`src/hw/rtl/csc_pkg.sv`:
```
// shared types and constants for the climate sensor compensation block
package csc_pkg;

   // datapath word width, wide enough for every intermediate product
   localparam int unsigned DW = 128;

   // field widths
   localparam int unsigned OPCODE_W = 2;
   localparam int unsigned RAW_W    = 20;
   localparam int unsigned VALUE_W  = 20;
   localparam int unsigned INDEX_W  = 3;
   localparam int unsigned CSR_W    = 64;

   // opcodes
   localparam logic [OPCODE_W-1:0] OP_TEMP  = 2'd0;
   localparam logic [OPCODE_W-1:0] OP_PRESS = 2'd1;
   localparam logic [OPCODE_W-1:0] OP_HUMID = 2'd2;
   localparam logic [OPCODE_W-1:0] OP_NONE  = 2'd3;

   // register indexes
   localparam logic [INDEX_W-1:0] REG_TEMP_CAL  = 3'd0;
   localparam logic [INDEX_W-1:0] REG_PRESS_A   = 3'd1;
   localparam logic [INDEX_W-1:0] REG_PRESS_B   = 3'd2;
   localparam logic [INDEX_W-1:0] REG_PRESS_C   = 3'd3;
   localparam logic [INDEX_W-1:0] REG_HUMID_CAL = 3'd4;

   // divider quotient widths
   localparam int unsigned QW = 41;
   localparam logic [5:0] DIV_BITS_PQ  = 6'd41;
   localparam logic [5:0] DIV_BITS_OUT = 6'd20;

   // micro-operations of the compensation sequences
   typedef enum logic [5:0] {
      U_END,
      U_T_D, U_T_M1, U_T_M2, U_T_M3, U_T_FIN,
      U_P_A, U_P_M1, U_P_M2, U_P_M3, U_P_M4, U_P_M5, U_P_M6, U_P_M7,
      U_P_DIV1, U_P_M8, U_P_M9, U_P_M10, U_P_M11, U_P_DIV2,
      U_H_E, U_H_M1, U_H_M2, U_H_M3, U_H_M4, U_H_M5, U_H_M6, U_H_X,
      U_H_M7, U_H_M8, U_H_FIN
   } uop_type;

   typedef enum logic [1:0] {K_ALU, K_MUL, K_DIV, K_END} uop_kind_type;

   typedef enum logic [2:0] {ST_IDLE, ST_EXEC, ST_MUL, ST_DIV, ST_DONE} ctrl_state_type;

   // commands from controller to datapath
   typedef struct packed {
      logic    load;
      logic    mul_start;
      logic    div_start;
      logic    write;
      logic    unavail;
      logic    emit;
      uop_type uop;
   } csc_cmd_type;

   // status from datapath to controller
   typedef struct packed {
      logic mul_done;
      logic div_done;
      logic p1_zero;
      logic d_zero;
   } csc_status_type;

endpackage

```
`src/hw/rtl/csc_ctrl.sv`:
```
// controller: sequences micro-operations and runs the channel handshakes
module csc_ctrl import csc_pkg::*; (
   input  logic                clock,
   input  logic                reset,
   input  logic                req_valid,
   input  logic [OPCODE_W-1:0] req_opcode,
   output logic                req_ready,
   output logic                rsp_valid,
   input  logic                rsp_ready,
   input  csc_status_type      status,
   output csc_cmd_type         cmd
);

   function automatic uop_kind_type uop_kind(input uop_type u);
      uop_kind_type k;
      case (u)
         U_T_D, U_T_FIN, U_P_A, U_H_E, U_H_X, U_H_FIN: k = K_ALU;
         U_P_DIV1, U_P_DIV2:                          k = K_DIV;
         U_END:                                       k = K_END;
         default:                                     k = K_MUL;
      endcase
      return k;
   endfunction

   function automatic uop_type uop_next(input uop_type u);
      uop_type n;
      case (u)
         U_T_D:    n = U_T_M1;
         U_T_M1:   n = U_T_M2;
         U_T_M2:   n = U_T_M3;
         U_T_M3:   n = U_T_FIN;
         U_P_A:    n = U_P_M1;
         U_P_M1:   n = U_P_M2;
         U_P_M2:   n = U_P_M3;
         U_P_M3:   n = U_P_M4;
         U_P_M4:   n = U_P_M5;
         U_P_M5:   n = U_P_M6;
         U_P_M6:   n = U_P_M7;
         U_P_M7:   n = U_P_DIV1;
         U_P_DIV1: n = U_P_M8;
         U_P_M8:   n = U_P_M9;
         U_P_M9:   n = U_P_M10;
         U_P_M10:  n = U_P_M11;
         U_P_M11:  n = U_P_DIV2;
         U_H_E:    n = U_H_M1;
         U_H_M1:   n = U_H_M2;
         U_H_M2:   n = U_H_M3;
         U_H_M3:   n = U_H_M4;
         U_H_M4:   n = U_H_M5;
         U_H_M5:   n = U_H_M6;
         U_H_M6:   n = U_H_X;
         U_H_X:    n = U_H_M7;
         U_H_M7:   n = U_H_M8;
         U_H_M8:   n = U_H_FIN;
         default:  n = U_END;
      endcase
      return n;
   endfunction

   function automatic uop_type first_uop(input logic [OPCODE_W-1:0] op);
      uop_type u;
      case (op)
         OP_TEMP:  u = U_T_D;
         OP_PRESS: u = U_P_A;
         OP_HUMID: u = U_H_E;
         default:  u = U_END;
      endcase
      return u;
   endfunction

   ctrl_state_type state_ff, state_in;
   uop_type        uop_ff, uop_in;
   logic           rsp_valid_ff, rsp_valid_in;
   uop_type        nxt;

   assign nxt       = uop_next(uop_ff);
   assign rsp_valid = rsp_valid_ff;

   // next state and commands
   always_comb begin
      state_in     = state_ff;
      uop_in       = uop_ff;
      rsp_valid_in = rsp_valid_ff && !rsp_ready;
      req_ready    = 1'b0;
      cmd          = '0;
      cmd.uop      = uop_ff;
      case (state_ff)
         ST_IDLE: begin
            req_ready = 1'b1;
            if (req_valid) begin
               cmd.load = 1'b1;
               uop_in   = first_uop(req_opcode);
               state_in = (req_opcode == OP_NONE) ? ST_DONE : ST_EXEC;
            end
         end
         ST_EXEC: begin
            if ((uop_ff == U_P_A && status.p1_zero) || (uop_ff == U_P_M6 && status.d_zero)) begin
               cmd.unavail = 1'b1;
               state_in    = ST_DONE;
            end else begin
               case (uop_kind(uop_ff))
                  K_ALU: begin
                     cmd.write = 1'b1;
                     uop_in    = nxt;
                     state_in  = (nxt == U_END) ? ST_DONE : ST_EXEC;
                  end
                  K_MUL: begin
                     cmd.mul_start = 1'b1;
                     state_in      = ST_MUL;
                  end
                  K_DIV: begin
                     cmd.div_start = 1'b1;
                     state_in      = ST_DIV;
                  end
                  default: state_in = ST_DONE;
               endcase
            end
         end
         ST_MUL: begin
            if (status.mul_done) begin
               cmd.write = 1'b1;
               uop_in    = nxt;
               state_in  = (nxt == U_END) ? ST_DONE : ST_EXEC;
            end
         end
         ST_DIV: begin
            if (status.div_done) begin
               cmd.write = 1'b1;
               uop_in    = nxt;
               state_in  = (nxt == U_END) ? ST_DONE : ST_EXEC;
            end
         end
         ST_DONE: begin
            if (!rsp_valid_ff || rsp_ready) begin
               cmd.emit     = 1'b1;
               rsp_valid_in = 1'b1;
               state_in     = ST_IDLE;
            end
         end
         default: state_in = ST_IDLE;
      endcase
   end

   // state registers
   always_ff @(posedge clock) begin
      if (reset) begin
         state_ff     <= ST_IDLE;
         uop_ff       <= U_END;
         rsp_valid_ff <= 1'b0;
      end else begin
         state_ff     <= state_in;
         uop_ff       <= uop_in;
         rsp_valid_ff <= rsp_valid_in;
      end
   end

endmodule

```
`config.mk`:
```
export PLATFORM = sky130hd
export DESIGN_NAME = csc_ctrl
export DESIGN_NICKNAME = d
export VERILOG_FILES = /design/src/hw/rtl/csc_pkg.sv /design/src/hw/rtl/csc_ctrl.sv
export SDC_FILE = /design/constraint.sdc
export NUM_CORES = 1
export LEC_CHECK = 0
export ABC_AREA = 1
export BUFFER_PORTS_ARGS = -buffer_cell sky130_fd_sc_hd__buf_2
export CAP_MARGIN = 20
export CORE_MARGIN = 3
export CORE_UTILIZATION = 30
export DETAILED_ROUTE_END_ITERATION = 8
export PLACE_DENSITY_LB_ADDON = 0.12
export SYNTH_ARGS = -nofsm -noshare
export SYNTH_HDL_FRONTEND = slang
export SYNTH_SLANG_ARGS = --single-unit
```
`constraint.sdc`:
```
create_clock -name clock -period 2.55 [get_ports clock]
set_input_delay 0.1275 -clock clock [delete_from_list [all_inputs] [get_ports clock]]
set_output_delay 0.1275 -clock clock [all_outputs]
set_load 0.05 [all_outputs]
```
* After elaboration in Yosys (flattened, before gate mapping)
Memory sizes are Yosys's and may differ from the RTL's. A register that Yosys moved wholly into a read port is not among the register bits.
Index checks and enable logic that the tools add are counted.
** Storage, ports and cells
- Bits in read-only memories :: 224
- Bits in registers :: 10
- Word-level logic and storage cells :: 77
- Output and inout port bits :: 14
- Memories kept :: 2
** Memory list
- (name not given) :: words 32, width 5, read ports 1, clocked after Yosys merged registers in 1, wr ports 0, RTL line csc_ctrl.sv:27 : case (u)
- (name not given) :: words 32, width 2, read ports 1, clocked after Yosys merged registers in 1, wr ports 0, RTL line csc_ctrl.sv:16 : case (u)
** Operators by class
- Reductions and logical operators :: 14
- Muxes and demuxes :: 41
- Eq/ne operators :: 17
** Operators with widths (number)
- $mux W6 :: 6
- $mux W3 :: 8
- $pmux W6 S4 :: 1
- $mux W5 :: 4
- $pmux W3 S5 :: 1
- $pmux W5 S3 :: 1
- $mux W1 :: 14
- $ne A2 B2 Y1 const B :: 5
- $pmux W3 S3 :: 1
- $mux W2 :: 4
- $eq A2 B2 Y1 const B :: 3
- $eq A3 B2 Y1 const B :: 2
- $eq A6 B3 Y1 const B :: 1
- $eq A6 B4 Y1 const B :: 1
- $logic_not A6 Y1 :: 1
- $reduce_and A6 Y1 :: 1
- $eq A2 B1 Y1 const B :: 2
- $logic_not A2 Y1 :: 2
- $reduce_and A4 Y1 :: 1
- $reduce_bool A4 Y1 :: 1
- $eq A3 B1 Y1 const B :: 1
- $eq A3 B3 Y1 const B :: 1
- $logic_and A1 B1 Y1 :: 3
- $logic_not A3 Y1 :: 1
- other kinds (4) :: 6

* Logic depth before layout (Yosys ltp)
Gate-level depths: netlist of run 1.
- Depth in word-level cells :: 11
- Gate-level depth with buffers :: 18

* Worst setup path before layout of run 1
Ideal clock, no wire load.
- Path type :: reg2reg
- Start point :: register uop_ff[2]
- End point :: register with a tool-made name
- Slack :: 0.143 ns
- Setup time :: 0.113 ns
- Stages on the path, launching flop included :: 14
- Clock period less this slack :: 2.407 ns
- Data arrival time :: 2.293 ns
- Buffers on the path :: 0
- Cell sequence :: dfxtp_1 -> inv_1 -> nor3_2 -> nand3_1 -> nor2_2 -> nor2_1 -> nand2_1 -> nand2_2 -> nor2_4 -> inv_4 -> nand2_1 -> inv_1 -> nand2_1 -> nand2_1
** RTL lines
- start, declared :: RTL line csc_ctrl.sv:72 : uop_type uop_ff, uop_in;
- start signal, assigned :: RTL line csc_ctrl.sv:152 : uop_ff <= uop_in;

==> metrics.cfg, run 1 <==
[run_status]
outcome = finished clean

[synthesis]
ys_seq_area_share_pct = 22.4
ys_types = 30
yosys-top-cells-area = dfxtp_1 (22%), nand2_1 (11%), ha_1 (9.6%)
syn_area_mm2 = 0.00143
synth_top_area_share_pct = 22.4
syn_avg_cell_area_um2 = 6.59
netlist.top_cell.by_area = dfxtp_1
synthesis.instances = 217
syn-num-nets = 238
ys_ff_latch = 16
ys_warn_count = 0

[layout]
drive_gt1_share_pct = 25.7
final_nets = 264
antenna_cells = 0
num-fill-cells = 508
syn_to_final_growth_pct = 14.6

[floorplanning]
num_rows = 24
initial_utilization_pct = 32.0
io_pins = 24
fp.dieArea_mm2 = 0.00563
core_region_area_mm2 = 0.00447
dieHeight_um = 75.0
die_w_um = 75.0

[setup_path]
endpoint_kind = flip-flop
cp.arrival_ps = 2270
r2r_slack_ps = 420
slowest_delay_ps = 320
crit_chain = inv_1 -> ha_1 -> inv_1 -> nand3_1 -> nand2_1 -> clkinv_1 -> nand2_2 -> nor2_4 -> nand2_4 -> nand2_2 -> nand3_2 -> ha_1 -> nand2_1 -> nand3_1 -> nand3_1 -> nand2_1
worst_ep_required_time_ps = 2690
critPathKind = flip-flop to flip-flop
start_kind = flip-flop
crit_path_top_delay_cell = dfxtp_1
cp_max_fo = 7

[placement]
gp_congestion = 0.856
dp_hpwl_um = 2800
port_buffers = 22

[drt]
via_per_inst = 4.59
drtPass1Iterations = 4
drt_wl_total_um = 3500
ant_nets = 0
drt-initial-drc-count = 87
drt-wirelength-per-cell_um = 11.9
num_vias = 1346
drc = 0

[grt]
grt_pass1_vias = 1248
grt_pass1_wl_um = 5930
gr-total-overflow = 0
antenna_found_initial = 0
track_usage_pct = 13.8
grt_max_degree = 10

[clock_network]
clock_sinks = 16
cts_tree = done
post-cts-setup-buffers = 0
cts_buffer_depth = 2
clk_latency_ps = 250
clk_transition_reported_paths_ps = 70
postCtsHoldBufs = 0
numCtsBuffers = 3
cts_max_level = 1
root_buffer = clkbuf_8
cts_resized = 0

[flow_run]
cap_violations = 0

[sta]
final.setup_skew_ps = 5.56
maxSlewViolCount = 0
finalSetupTns_ps = 0
finalSetupViolCount = 0
fin_crit_sh_pct = 83.6
hold_slack_ps = 156
rsz0062_at_grt = no
fmax_mhz = 469
hold_viol_final = 0
min_period_ps = 2130

[pwr]
irDropWorstVdd_mv = 0.586
p_leak_nw = 0.828
pwr_density_cell_mw_per_mm2 = 1440

[worst_hold_path]
hold_path.class = primary input to flip-flop

## final cells by class
type,instances,area (um^2),area share (%)
clock buffers,3,41.3,2.52
inverters,42,160,9.77
multi-input cells,158,942,57.5
flip-flops and latches,16,320,19.5
well taps,52,65.1,3.97
repair buffers,22,110,6.72
## routing by layer
metal / track usage [%] / up-vias / part of all wire [%]
li1: - / 734 / -
met3: 2.54 / 5 / 5.5
met1: 20.2 / 570 / 52
met2: 19.7 / 37 / 41
met4: 5.34 / 0 / 1.9
met5: 0 / - / 0
## worst paths after layout
path	start	end	cells past startpoint
worst min-delay path	reset	state_ff[0]$_SDFFE_PP0P_	2
worst max-delay path	flip-flop	flip-flop	16
worst min register to register	rsp_valid$_SDFF_PP0_	rsp_valid$_SDFF_PP0_	2
worst max register to register	flip-flop	flip-flop	16
## synthesized netlist by cell type (all sizes together)
cell type   n
a2bb2oi     1
nand4       3
nand2      54
a21oi       9
nor3        5
dfxtp      16
ha         11
nor2       31
conb        1
o211ai      2
o221ai      1
inv        40
buf         1
o21bai      1
clkinv      2
o21ai      12
nand3      27
## worst max-delay path: cells and delay by family (launching register included)
kind          cells  cell delay (ps)
flops             1              320
simple gates     11              940
buf+inv           3              250
fa+ha+maj         2              500
## power breakdown
group / internal, mW / switching (mW)
logic: 0.494 / 1.23
clock network: 0.105 / 0.0911
registers: 0.355 / 0.0795
total: 0.954 / 1.40
## logic make-up after synthesis
| kind of cell | count (synthesis) | synth area share (%) |
|---|---|---|
| flip-flops | 16 | 22.4 |
| other | 1 | 0.262 |
| AND/OR/NAND/NOR | 120 | 45.6 |
| buffers and inverters | 43 | 11.7 |
| adder cells (fa/ha/maj) | 11 | 9.62 |
| AO/OA/AOI/OAI | 26 | 10.4 |
## metrics by stage
step	util [%]	area, um^2	setup WS [ps]	total power, mW	cells
floorplan	-	1430	143	1.81	217
global placement	35.7	1600	396	2.21	290
detailed placement	35.7	1600	411	2.16	290
CTS	36.6	1640	401	2.37	293
global route	36.6	1640	263	2.60	293
finish	36.6	1640	418	2.35	293
## cell usage in the layout, fill, tap and decap left out, drive strengths merged, types with 5 or more instances in the layout
cell type | netlist | final
nor2 | 31 | 31
buf | 1 | 22
ha | 11 | 11
nor3 | 5 | 5
nand2 | 54 | 54
a21oi | 9 | 9
nand3 | 27 | 27
inv | 40 | 40
dfxtp | 16 | 16
o21ai | 12 | 12
(Power assumes the default switching activity.)
==> run 2, diff against run 1 <==
- ABC_AREA: 1 -> 0
- clock period: 2.55 -> 2 ns (I/O delays scaled with it)
==> run 2 against run 1 <==
The flow now finishes with violations (setup timing). Hold slack improved by 54 ps. Via count rose by 7.8%. Total power fell by 22%. Cell area increased by 29%. Cell count fell by 2.0%. Synthesized cell count decreased by 25%.
==> metrics.cfg, run 2 <==
[setup_path]
critPathKind = flip-flop to flip-flop
setup.worst_path.start = uop_ff[2]$_SDFFE_PP0N_
cp.arrival_ps = 2520
start_kind = flip-flop
r2r_cells = 11
endpoint_kind = flip-flop
worst_ep_required_time_ps = 2120
cp_max_fo = 5
reg2reg_from = uop_ff[2]$_SDFFE_PP0N_
r2r_slack_ps = -390

[pwr]
pwr-share-comb_pct = 63.1
pwr_density_cell_mw_per_mm2 = 874
power.internal_mw = 1.06
p_total_mw = 1.84
irDropWorstVdd_mv = 0.346
p_seq_share_pct = 23.1
clock_power_share_pct = 13.7
p_leak_nw = 1.01
netSwitchingFraction_pct = 42.6
power_switching_mw = 0.786

[floorplanning]
initial_utilization_pct = 32.5
dieHeight_um = 73.3
die_w_um = 73.3
num_rows = 23
fp.dieArea_mm2 = 0.00537
io_pins = 24
core_region_area_mm2 = 0.00417

[clock_network]
cts_tree = done
root_buffer = clkbuf_8
postCtsHoldBufs = 0
cts_max_level = 1
cts_buffer_depth = 2
clk_latency_ps = 250
numCtsBuffers = 3
clk_transition_reported_paths_ps = 70
clock_sinks = 16

[layout]
drive_gt1_share_pct = 49.4
design_area_mm2 = 0.00211
antenna_cells = 0
layout_commonest_cell = buf_4
final_nets = 259
syn_to_final_growth_pct = 55.5
postLayoutCoreUtil_pct = 50.6
final_cell_mix = buf_4 (47), buf_2 (22), nor2_1 (19)

[sta]
final.setup_skew_ps = 10.6
setup_ws_ps = -394
finalSetupViolCount = 9
fin_crit_sh_pct = 120
rsz0062_at_grt = yes
hold_viol_final = 0
fmax_mhz = 418
min_period_ps = 2390
maxSlewViolCount = 0

[run_status]
failed_checks = setup timing
outcome = complete, but fails checks

[synthesis]
syn_avg_cell_area_um2 = 8.33
synthFlopType = dfxtp_1
netlist.top_cell.by_area = dfxtp_1
ys_warn_count = 0
synth_common_cells = nor2_1 (21), dfxtp_1 (16), ha_1 (11), a21oi_1 (10), inv_1 (10)
synthArstFlopShare_pct = 0
yosysMostFrequentCell = nor2_1
ys_ff_latch = 16
syn-num-nets = 184
synth_edf_count = 0
synth_top_area_share_pct = 23.6
ys_seq_area_share_pct = 23.6
ys_types = 48
synthesis.instances = 163
syn_area_mm2 = 0.00136
yosys-top-cells-area = dfxtp_1 (24%), ha_1 (10%), mux2i_1 (6.6%)

[placement]
place_area_mm2 = 0.00187
gp_congestion = 0.825
dp_hpwl_um = 3270
port_buffers = 22

[grt]
antenna_found_initial = 0
gr-total-overflow = 0
grt_pass1_wl_um = 6820
grt_max_degree = 19
track_usage_pct = 16.3
grt_pass1_vias = 1510

[drt]
drt-wirelength-per-cell_um = 15.0
num_vias = 1451
drtPass1Iterations = 4
via_per_inst = 5.06
ant_nets = 0
drt-initial-drc-count = 41
drt_wl_total_um = 4310
drc = 0

[flow_run]
cap_violations = 0

[worst_hold_path]
hold_path.class = primary input to flip-flop

run 2: cell count changes after synthesis, sizes merged, moves of 3 or more:
| cell | before | now |
|---|---|---|
| nand2 | 54 | 7 |
| inv | 40 | 12 |
| nand3 | 27 | 7 |
| mux2i | 0 | 12 |
| nor2 | 31 | 21 |
| and2 | 0 | 6 |
| buf | 1 | 7 |
| o21ai | 12 | 6 |
| nor2b | 0 | 5 |
| a211oi | 0 | 4 |
| nand3b | 0 | 3 |
| nand4 | 3 | 0 |
| o22ai | 0 | 3 |
run 2: timing repair:
item | CTS | global route
buffers inserted | 8 | 1
gates cloned | 0 | 0
endpoints found under the setup margin | 11 | 11
pin swaps | 7 | 3
gates resized for setup | 19 | 12
run 2: metal layers:
layer  up-vias  wire [um]  GRT usage, %
met2        37       2360          30.6
met1       685       1720          18.0
met3         6        164          2.19
li1        723          -             -
met4         0         66          6.97
met5         -          0             0
run 2: cell type report:
type / count / area, um^2
timing repair buffer: 78 / 564
sequential: 16 / 333
inverter: 12 / 47.5
multi-input combinational: 127 / 1060
fill: 405 / 2060
clock inverter: 1 / 3.75
tap: 50 / 62.6
clock buffer: 3 / 41.3
run 2: how the worst min path moves through the flow:
| stage | endpoint | start | cells past startpoint | slack (ps) |
|---|---|---|---|---|
| finish | rsp_valid$_SDFF_PP0_ | rsp_ready | 4 | 210 |
| global route | rsp_valid$_SDFF_PP0_ | rsp_ready | 4 | 240 |
| CTS | rsp_valid$_SDFF_PP0_ | rsp_ready | 4 | 200 |
| detailed placement | rsp_valid$_SDFF_PP0_ | rsp_ready | 4 | 480 |
| global placement | rsp_valid$_SDFF_PP0_ | rsp_ready | 4 | 430 |
| floorplan | rsp_valid$_SDFF_PP0_ | rsp_ready | 3 | 330 |
run 2: logic make-up (layout without fill, tap and decap cells):
group | count (synthesis) | after routing | synth area share, %
DFF | 16 | 16 | 23.6
xor gates and xnor gates | 3 | 3 | 1.94
adders and majority gates | 11 | 11 | 10.1
other | 1 | 1 | 0.276
buffers and inverters | 20 | 94 | 7.83
and+or+nand+nor | 59 | 59 | 22.4
AOI/OAI and AO/OA | 41 | 41 | 23.5
muxes | 12 | 12 | 10.3
run 2: critical path: stages, from the launching register on:
cell	delay, ps
dfxtp_4	340
or3b_4	390
a211oi_4	230
nand3b_1	150
buf_6	150
mux2i_4	310
buf_6	150
buf_6	110
ha_4	130
nand3_1	60
a21oi_1	180
a211oi_1	70
run 2: metrics by stage:
step / hold slack, ps / setup TNS [ps] / worst slack, ps / cells
global route: 236 / -3360 / -472 / 287
global placement: 430 / -2010 / -357 / 275
floorplan: 333 / -6560 / -862 / 163
finish: 210 / -2500 / -394 / 287
CTS: 202 / -2130 / -379 / 286
detailed placement: 476 / -2210 / -418 / 275
run 2: power groups by stage:
| stage | Combinational, mW | Clock (mW) | Sequential [mW] |
|---|---|---|---|
| 4_1_cts | 1.09 | 0.259 | 0.427 |
| 3_5_place_dp | 1.04 | 0 | 0.434 |
| 5_1_grt | 1.25 | 0.275 | 0.435 |
| 3_3_place_gp | 1.02 | 0 | 0.431 |
| 2_1_floorplan | 0.608 | 0 | 0.471 |
| 6_report | 1.16 | 0.253 | 0.427 |
==> run 3, diff against run 2 <==
- ABC_AREA: 0 -> 1
- clock period: 2 -> 3.1 ns (I/O delays scaled with it)
==> run 3 against run 2 <==
The flow now finishes without violations. Non-clock buffer count decreased by 56. Clock skew decreased by 5.6 ps. Hold slack got worse by 29 ps. Critical path depth increased by 5. Register-to-register slack improved by 1400 ps. Total power increased by 5.3%. Cell area decreased by 22%. Count of clock-buffer cells in the layout unchanged. Core utilization decreased by 14 points. Global-route usage decreased by 2.4 points. Critical path type unchanged.
==> metrics.cfg, run 3 (same netlist as run 1, synthesis figures left out) <==
[floorplanning]
core_region_area_mm2 = 0.00447
die_w_um = 75.0
io_pins = 24
dieHeight_um = 75.0
initial_utilization_pct = 32.0
fp.dieArea_mm2 = 0.00563
num_rows = 24

[layout]
drive_gt1_share_pct = 25.7
postLayoutCoreUtil_pct = 36.6
final_cell_mix = nand2_1 (42), inv_1 (34), nand3_1 (22), buf_2 (22), nor2_1 (21)
antenna_cells = 0
final_cells = 293
layout_commonest_cell = nand2_1
syn_to_final_growth_pct = 14.6
final_nets = 264

[clock_network]
post-cts-setup-buffers = 0
clk_latency_ps = 250
cts_resized = 0
numCtsBuffers = 3
cts_max_level = 1
cts_tree = done
cts_buffer_depth = 2
postCtsHoldBufs = 0
clk_transition_reported_paths_ps = 70
clock_sinks = 16
root_buffer = clkbuf_8

[sta]
finalSetupTns_ps = 0
maxSlewViolCount = 0
finalSetupViolCount = 0
fmax_mhz = 469
fin_crit_sh_pct = 68.8
rsz0062_at_grt = no
hold_viol_final = 0
min_period_ps = 2130
final.setup_skew_ps = 4.97

[drt]
drt-initial-drc-count = 76
ant_nets = 0
num_vias = 1353
drt-wirelength-per-cell_um = 12.0
via_per_inst = 4.62
drt_wl_total_um = 3520
drtPass1Iterations = 4
drc = 0

[setup_path]
worst_ep_required_time_ps = 3240
cp.arrival_ps = 2280
slowest_delay_ps = 320
cp_max_fo = 7
crit_chain = inv_1 -> ha_1 -> inv_1 -> nand3_1 -> nand2_1 -> clkinv_1 -> nand2_2 -> nor2_4 -> nand2_4 -> nand2_2 -> nand3_2 -> ha_1 -> nand2_1 -> nand3_1 -> nand3_1 -> nand2_1
crit_path_top_delay_cell = dfxtp_1
endpoint_kind = flip-flop
start_kind = flip-flop
critPathKind = flip-flop to flip-flop

[worst_hold_path]
hold_path.class = primary input to flip-flop

[grt]
antenna_found_initial = 0
grt_max_degree = 10
gr-total-overflow = 0
track_usage_pct = 13.8
grt_pass1_wl_um = 5960
grt_pass1_vias = 1234

[placement]
gp_congestion = 0.856
dp.cells = 290
port_buffers = 22
dp_hpwl_um = 2820

[pwr]
p_leak_nw = 0.828
pwr_density_cell_mw_per_mm2 = 1180
irDropWorstVdd_mv = 0.468

[flow_run]
cap_violations = 0

[run_status]
outcome = finished clean

==> run 3: power breakdown <==
| group | leakage, nW | internal [mW] | switching [mW] |
|---|---|---|---|
| logic | 0.674 | 0.406 | 1.01 |
| registers | 0.132 | 0.292 | 0.0662 |
| clock network | 0.0216 | 0.0863 | 0.0760 |
| total | 0.828 | 0.785 | 1.16 |
==> run 3: worst max-delay path, delay by kind of cell, from the launching register on <==
| kind | cells | cell delay (ps) |
|---|---|---|
| simple gates | 11 | 970 |
| fa+ha+maj | 2 | 500 |
| flops | 1 | 320 |
| buf+inv | 3 | 250 |
==> run 3: through the flow <==
stage          power (mW)  cell area [um^2]  setup slack (ps)  hold WS, ps
6_report             1.94              1640               968          181
5_1_grt              2.14              1640               806          188
4_1_cts              1.96              1640               956          176
3_5_place_dp         1.78              1600               960          445
3_3_place_gp         1.82              1600               946          450
2_1_floorplan        1.49              1430               693          224
==> run 3: layout make-up <==
class / count / area [um^2]
fillers: 519 / 2840
multi-input cells: 158 / 942
flip-flops and latches: 16 / 320
inverters: 42 / 160
repair buffers: 22 / 110
well taps: 52 / 65.1
clock buffers: 3 / 41.3
==> run 3: path summary, 6_finish.rpt <==
kind / from / end / slack [ps] / cells past startpoint
setup / recovery: flip-flop / flip-flop / 970 / 16
hold / removal: reset / state_ff[0]$_SDFFE_PP0P_ / 180 / 2
setup reg to reg: flip-flop / flip-flop / 970 / 16
hold reg to reg: rsp_valid$_SDFF_PP0_ / rsp_valid$_SDFF_PP0_ / 510 / 2
==> run 3: per-layer routing <==
layer / up-vias / GRT usage [%] / wire length [um] / part of all wire, %
met5: - / 0 / 0 / 0
met4: 0 / 4.74 / 22 / 0.62
met3: 3 / 1.87 / 118 / 3.3
met2: 29 / 20.1 / 1500 / 42
met1: 585 / 20.7 / 1890 / 54
li1: 736 / - / - / -
